**config.mk**
```make
export PLATFORM = sky130hd
export DESIGN_NAME = smpq_cell
export DESIGN_NICKNAME = d
export VERILOG_FILES = /design/src/rtl/sorted_min_priority_queue_macros.svh /design/src/rtl/smpq_pkg.sv /design/src/rtl/smpq_cell.sv
export SDC_FILE = /design/constraint.sdc
export NUM_CORES = 1
export LEC_CHECK = 0
export ABC_AREA = 1
export BUFFER_PORTS_ARGS = -buffer_cell sky130_fd_sc_hd__clkbuf_2
export CAP_MARGIN = 20
export CORE_MARGIN = 8
export CORE_UTILIZATION = 42
export CTS_CLUSTER_SIZE = 24
export DETAILED_ROUTE_END_ITERATION = 12
export PLACE_DENSITY = 0.81
export SYNTH_ARGS = -nofsm -noshare
export SYNTH_HDL_FRONTEND = slang
export SYNTH_SLANG_ARGS = --single-unit
```
**constraint.sdc**
```tcl
create_clock -name clk -period 2.7 [get_ports clk]
set_clock_uncertainty 0.05 [all_clocks]
set_input_delay 0.135 -clock clk [delete_from_list [all_inputs] [get_ports clk]]
set_output_delay 0.135 -clock clk [all_outputs]
set_load 0.005 [all_outputs]
```
**src/rtl/sorted_min_priority_queue_macros.svh**
```systemverilog
// ---------------------------------------------------------------------------
// Sorted minimum priority queue: assertion macros
// Checks are compiled for simulation only and expand to nothing otherwise.
// ---------------------------------------------------------------------------
`ifndef SORTED_MIN_PRIORITY_QUEUE_MACROS_SVH
`define SORTED_MIN_PRIORITY_QUEUE_MACROS_SVH

`ifndef SYNTHESIS

// Property that must hold on every clock edge out of reset
`define SMPQ_ASSERT(lbl, clk, rstn, expr, msg) \
	lbl: assert property (@(posedge clk) disable iff (!rstn) (expr)) else $error(msg);

// Same-cycle implication
`define SMPQ_ASSERT_IMP(lbl, clk, rstn, ante, cons, msg) \
	lbl: assert property (@(posedge clk) disable iff (!rstn) (ante) |-> (cons)) else $error(msg);

// Next-cycle implication
`define SMPQ_ASSERT_NXT(lbl, clk, rstn, ante, cons, msg) \
	lbl: assert property (@(posedge clk) disable iff (!rstn) (ante) |=> (cons)) else $error(msg);

`else

`define SMPQ_ASSERT(lbl, clk, rstn, expr, msg)
`define SMPQ_ASSERT_IMP(lbl, clk, rstn, ante, cons, msg)
`define SMPQ_ASSERT_NXT(lbl, clk, rstn, ante, cons, msg)

`endif

`endif

```
**src/rtl/smpq_pkg.sv**
```systemverilog
// ---------------------------------------------------------------------------
// Sorted minimum priority queue: shared types
// Operation kinds, result status codes and the cell command.
// ---------------------------------------------------------------------------
package smpq_pkg;

	// Operation selector carried on the input tuser
	typedef enum logic [1:0] {
		KIND_INSERT  = 2'd0,
		KIND_EXTRACT = 2'd1,
		KIND_SEARCH  = 2'd2
	} kind_t;

	// Result status carried on the output tuser
	typedef enum logic [1:0] {
		STATUS_OK        = 2'd0,
		STATUS_EMPTY     = 2'd1,
		STATUS_FULL      = 2'd2,
		STATUS_NOT_FOUND = 2'd3
	} status_t;

	// Command broadcast to every cell of the chain
	typedef enum logic [1:0] {
		CELL_HOLD   = 2'd0,
		CELL_INSERT = 2'd1,
		CELL_SHIFT  = 2'd2,
		CELL_ROTATE = 2'd3
	} cell_op_t;

	typedef struct packed {
		cell_op_t op;
		logic     last_fill;
	} cell_ctl_t;

endpackage

```
**src/rtl/smpq_cell.sv**
```systemverilog
// ---------------------------------------------------------------------------
// Sorted minimum priority queue: one storage cell
// Holds one entry; on insert it keeps, takes the new entry or takes its
// left neighbor; on shift or rotate it takes its right neighbor.
// ---------------------------------------------------------------------------
module smpq_cell #(
	parameter int COORD_BITS = 10,
	parameter int PRIO_BITS  = 24
) (
	input  logic                   clk,
	input  logic                   arst_n,
	input  smpq_pkg::cell_ctl_t    ctl,
	input  logic [COORD_BITS-1:0]  new_x,
	input  logic [COORD_BITS-1:0]  new_y,
	input  logic [PRIO_BITS-1:0]   new_prio,
	input  logic                   prv_valid,
	input  logic [COORD_BITS-1:0]  prv_x,
	input  logic [COORD_BITS-1:0]  prv_y,
	input  logic [PRIO_BITS-1:0]   prv_prio,
	input  logic                   prv_take,
	input  logic                   nxt_valid,
	input  logic [COORD_BITS-1:0]  nxt_x,
	input  logic [COORD_BITS-1:0]  nxt_y,
	input  logic [PRIO_BITS-1:0]   nxt_prio,
	output logic                   valid,
	output logic [COORD_BITS-1:0]  x,
	output logic [COORD_BITS-1:0]  y,
	output logic [PRIO_BITS-1:0]   prio,
	output logic                   take
);

	logic                  valid_q;
	logic [COORD_BITS-1:0] x_q;
	logic [COORD_BITS-1:0] y_q;
	logic [PRIO_BITS-1:0]  prio_q;

	// New entry belongs here or further left: empty cell or larger priority
	assign take = !valid_q || (prio_q > new_prio);

	// Valid bit
	always_ff @(posedge clk or negedge arst_n) begin
		if (!arst_n) begin
			valid_q <= 1'b0;
		end else begin
			case (ctl.op)
				smpq_pkg::CELL_INSERT: begin
					if (take) begin
						valid_q <= prv_take ? prv_valid : 1'b1;
					end
				end
				smpq_pkg::CELL_SHIFT,
				smpq_pkg::CELL_ROTATE: begin
					valid_q <= nxt_valid;
				end
				default: begin
					valid_q <= valid_q;
				end
			endcase
		end
	end

	// Entry payload
	always_ff @(posedge clk) begin
		case (ctl.op)
			smpq_pkg::CELL_INSERT: begin
				if (take && prv_take) begin
					x_q    <= prv_x;
					y_q    <= prv_y;
					prio_q <= prv_prio;
				end else if (take) begin
					x_q    <= new_x;
					y_q    <= new_y;
					prio_q <= new_prio;
				end
			end
			smpq_pkg::CELL_SHIFT,
			smpq_pkg::CELL_ROTATE: begin
				x_q    <= nxt_x;
				y_q    <= nxt_y;
				prio_q <= nxt_prio;
			end
			default: begin
				x_q <= x_q;
			end
		endcase
	end

	assign valid = valid_q;
	assign x     = x_q;
	assign y     = y_q;
	assign prio  = prio_q;

endmodule
```
# After elaboration in Yosys (flattened, before gate mapping)
# Index checks and enable logic that the tools add are counted.
# W data, S select, Z words.
op_classes:
  addsub: 0
  multipliers: 0
  n_div: 0
  order_cmp: 1
  n_eq_ne: 5
  n_shift: 0
  mux: 12
  n_bitwise: 0
  reduce_logical: 7
op_table:
  columns: ["cell", "count"]
  rows:
  - ["$mux W24", 2]
  - ["$pmux W24 S2", 1]
  - ["$mux W10", 4]
  - ["$pmux W10 S2", 2]
  - ["$gt A24 B24 Y1", 1]
  - ["$eq A2 B2 Y1 const B", 2]
  - ["$reduce_and A2 Y1", 2]
  - ["$ne A3 B3 Y1 const B", 1]
  - ["$eq A2 B1 Y1 const B", 1]
  - ["$mux W1", 2]
  - ["$ne A2 B2 Y1 const B", 1]
  - ["$pmux W1 S2", 1]
  - ["$reduce_bool A2 Y1", 1]
  - ["$reduce_or A2 Y1", 1]
  - ["$logic_and A1 B1 Y1", 1]
  - ["$logic_not A1 Y1", 1]
  - ["$logic_or A1 B1 Y1", 1]
totals:
  reg_bits: 45
  latchBits: 0
  ram_bits: 0
  rom_bits: 0
  memories: 0

# Longest topological paths before layout
logic_depth:
  ltp_word: 5
  mapped_depth: 18
  mapped_depth_nobuf: 17

# Least setup slack after synthesis
# OpenSTA, ideal clock, no wires.
synth_path:
  kind: "register to register"
  from: "register prio_q[23], in the netlist prio[23]"
  to: "register prio_q[0], in the netlist prio[0] (enable)"
  setup_ns: 0.403
  t_arrival_ns: 2.511
  path_slack_ns: -0.264
  path_stages_with_launch: 13
  period_less_slack_ns: 2.964
  cell_sequence: "edfxtp_1 ha_1 nand2_1 nor2_2 nand2_1 nor3_2 nand2_1 nand3_2 nand2_2 nand2_4 buf_12 nand2_1 nand2_1"
synth_between:
  elab_chain_len: 5
synth_lines:
  columns: ["element", "line", "text"]
  rows:
  - ["start, declared", "smpq_cell.sv:35", "logic [PRIO_BITS-1:0] prio_q;"]
  - ["start signal, assigned", "smpq_cell.sv:69", "prio_q <= prv_prio;"]
  - ["start signal, assigned", "smpq_cell.sv:73", "prio_q <= new_prio;"]
  - ["start signal, assigned", "smpq_cell.sv:80", "prio_q <= nxt_prio;"]
  - ["$gt A24 B24 Y1 *", "smpq_cell.sv:38", "assign take = !valid_q || (prio_q > new_prio);"]
  - ["$logic_or A1 B1 Y1 *", "smpq_cell.sv:38", null]
  - ["$logic_and A1 B1 Y1", "smpq_cell.sv:66", "if (take && prv_take) begin"]
  - ["$ne A3 B3 Y1 (no source line) *", null, null]
  - ["$reduce_and A2 Y1 (no source line) *", null, null]
# Mark *: on every way between the ends. The rest lies on a longest branch, timed or not.
# A chain may end at the register's enable or synchronous reset.

# Worst setup path after layout
layout_path:
  from: "register prio_q[23], in the netlist prio[23]"
  to: "register prio_q[10], in the netlist prio[10] (data pin)"
layout_between:
  elab_chain_len: 5
layout_lines:
  columns: ["element", "line", "text"]
  rows:
  - ["$gt A24 B24 Y1", "smpq_cell.sv:38", null]
  - ["$logic_or A1 B1 Y1", "smpq_cell.sv:38", null]
  - ["$logic_and A1 B1 Y1", "smpq_cell.sv:66", null]
  - ["$mux W24", "smpq_cell.sv:66", null]
  - ["$pmux W24 S2", "smpq_cell.sv:64", "case (ctl.op)"]
# Every way passes these cells.

==> results.tsv <==
stage	metric	value	unit
status	outcome	finished, final reports clean	
sta	period_needed	2.43	ns
sta	fin_setup_tns	0	ns
logic_synthesis	yosys-top-cells-area	edfxtp_1 (36%), nand2_1 (17%), nand3_2 (11%)	
drt	vias	3574	
worst_setup_path	worstPathArrival	2.43	ns
logic_synthesis	synthesis.area	0.00367	sq mm
global_route	grt_max_degree	46	
clock_tree	clkSinkCount	45	
drt	ant_nets	0	
logic_synthesis	synth_largest_area_cell	edfxtp_1	
logic_synthesis	ys.flop_type	edfxtp_1	
die	core_area	0.00859	sq mm
logic_synthesis	ys_top_cells_by_count	nand2_1 (167), inv_1 (100), nand3_1 (53)	
sta	slew-limit-headroom	67.3	%
finish	drive_gt1_share	37.4	%
drt	first_pass_iters	5	
logic_synthesis	synthCells	477	
clock_tree	h-tree-depth	2	
global_route	grt_pass1_vias	3770	
placed_design	io_buffers	184	
logic_synthesis	async_reset_ff_share	2.22	%
die	die-area	0.0120	sq mm
finish	area_growth	27.9	%
sta	period_share	89.9	%
global_route	grt_overflow	0	
clock_tree	cts_root_buf	clkbuf_8	
clock_tree	numCtsBuffers	5	
die	die_h	109	um
worst_setup_path	worstSetupEndpointType	flip-flop	
global_route	antenna_found_initial	0	
sta	max_freq	412	MHz
power	p_leak	2.81	nW
sta	grt_setup_unrepaired	false	
min_path	hold_class	input port to flip-flop	
die	ios	186	
logic_synthesis	post-synth-top-count-cell	nand2_1	
die	initial_core_util	42.7	%
worst_setup_path	cp_max_fo	44	
placed_design	globalplace.congestion	0.787	
worst_setup_path	cp-start-kind	flip-flop	
die	chipWidth	109	um
logic_synthesis	synth_edf_count	44	
sta	hold_violations	0	
drt	wl_per_cell	14.0	um
finish	nets	820	
sta	whs	0.0622	ns
clock_tree	cts_resized	0	
global_route	grt_util_all_layers	17.2	%
logic_synthesis	yosysTopAreaCellShare	36.0	%
logic_synthesis	synth-seq-area-share	36.7	%
flow_run	max-cap-violations	0	
sta	tightest_slew	0.490	ns
worst_setup_path	cp_data_required_time	2.70	ns
drt	route.detailed.drc	0	
clock_tree	cts_tree	yes	
drt	via_per_inst	4.67	
power	p_per_area	438	mW/mm^2
finish	antenna_cells	0	
clock_tree	cts_hold_buf	1	
sta	finalMaxSlewViolations	0	
drt	drt-total-wl	10.7	mm
logic_synthesis	synth_seq_cells	45	
clock_tree	worstSkewPairLatency	0.29	ns
placed_design	hpwlAfterDp	8.65	mm
clock_tree	clk_pin_slew	0.08	ns
worst_setup_path	crit_type	flip-flop to flip-flop	
global_route	grt_first_pass_wirelength	16.6	mm
logic_synthesis	synthDistinctLibCells	22	
clock_tree	cts_max_path_buffers	2	
logic_synthesis	syn-num-nets	641	
die	placementRows	34	
drt	drt-initial-drc-count	161	
clock_tree	postCtsSetupRepairBufs	0	
power	ir_drop	0.209	mV
logic_synthesis	syn_avg_cell_area	7.69	sq um
logic_synthesis	yosys_warnings	0	
sta	setup_violations	0	
-- power breakdown --
group	internal (mW)	leakage [nW]	switching [mW]	total (mW)
clock	0.184	0.0395	0.219	0.404
combinational	0.304	2.31	0.420	0.724
sequential	0.885	0.461	0.0438	0.928
total	1.37	2.81	0.683	2.06
-- cell families after synthesis --
family / count (synthesis) / synth area share, %
simple gates: 272 / 37.4
buf+inv: 124 / 15.9
fa+ha+maj: 24 / 8.19
flops: 45 / 36.7
compound gates: 12 / 1.77
-- state kept, by name (all words and copies together), names as in the netlist --
register	cells
valid	1
prio	24
y	10
x	10
-- final cells by class --
cell class,instances,area (sq um)
multi-input combinational,308,1740
fill,839,3900
inverter,100,375
timing repair buffer,196,1010
tap,108,135
sequential,45,1350
clock buffer,8,80.1
-- routing by layer --
metal | up-vias | track usage (%) | share of wire, %
met4 | 0 | 4.53 | 0.88
met5 | - | 0 | 0
li1 | 1844 | - | -
met3 | 7 | 5.45 | 9.7
met1 | 1583 | 18.6 | 39
met2 | 140 | 31.7 | 50
-- path summary, 6_finish.rpt --
check,start,to,slack (ns),cells after the start
max in group asynchronous,arst_n,valid$_DFFE_PN0P_,2.39,2
min,nxt_x[7],x[7]$_DFFE_PP_,0.06,3
max,prio[23]$_DFFE_PP_,prio[10]$_DFFE_PP_,0.27,12
min reg2reg,valid$_DFFE_PN0P_,valid$_DFFE_PN0P_,0.57,2
min in group asynchronous,arst_n,valid$_DFFE_PN0P_,0.11,2
max reg2reg,prio[23]$_DFFE_PP_,prio[10]$_DFFE_PP_,0.27,12
-- worst max-delay path, cell delays in order (launching register included) --
cell	delay [ns]
edfxtp_1	0.41
ha_1	0.31
nand2_1	0.08
nor2_2	0.14
nand2_1	0.09
nor3_2	0.15
nand3b_1	0.13
nand2_2	0.10
nand2_4	0.08
nand2_4	0.39
nand2_1	0.11
nand3_1	0.10
nand2_1	0.06
-- per-stage QoR --
step           total power, mW  std cells  util [%]  area (sq um)  setup WS, ns
2_1_floorplan             1.42        477         -          3670         0.157
3_3_place_gp              1.65        756      53.5          4600         0.336
3_5_place_dp              1.68        756      53.5          4600         0.229
4_1_cts                   2.09        765      54.6          4690         0.219
5_1_grt                   2.20        765      54.6          4690       0.00748
6_report                  2.06        765      54.6          4690         0.272
-- cells in the final DEF (no fill, tap or decap), types with 2 or more instances in the layout --
master    instances
clkbuf_2        184
nand2_1         166
inv_1           100
nand3_1          53
edfxtp_1         44
nand3_2          40
ha_1             24
buf_4            11
a21oi_1           8
clkbuf_8          5
nor2_1            4
clkbuf_1          3
a21o_1            2
o21ai_0           2
nand2_2           2
nand2_4           2
(Power assumes the default switching activity.)
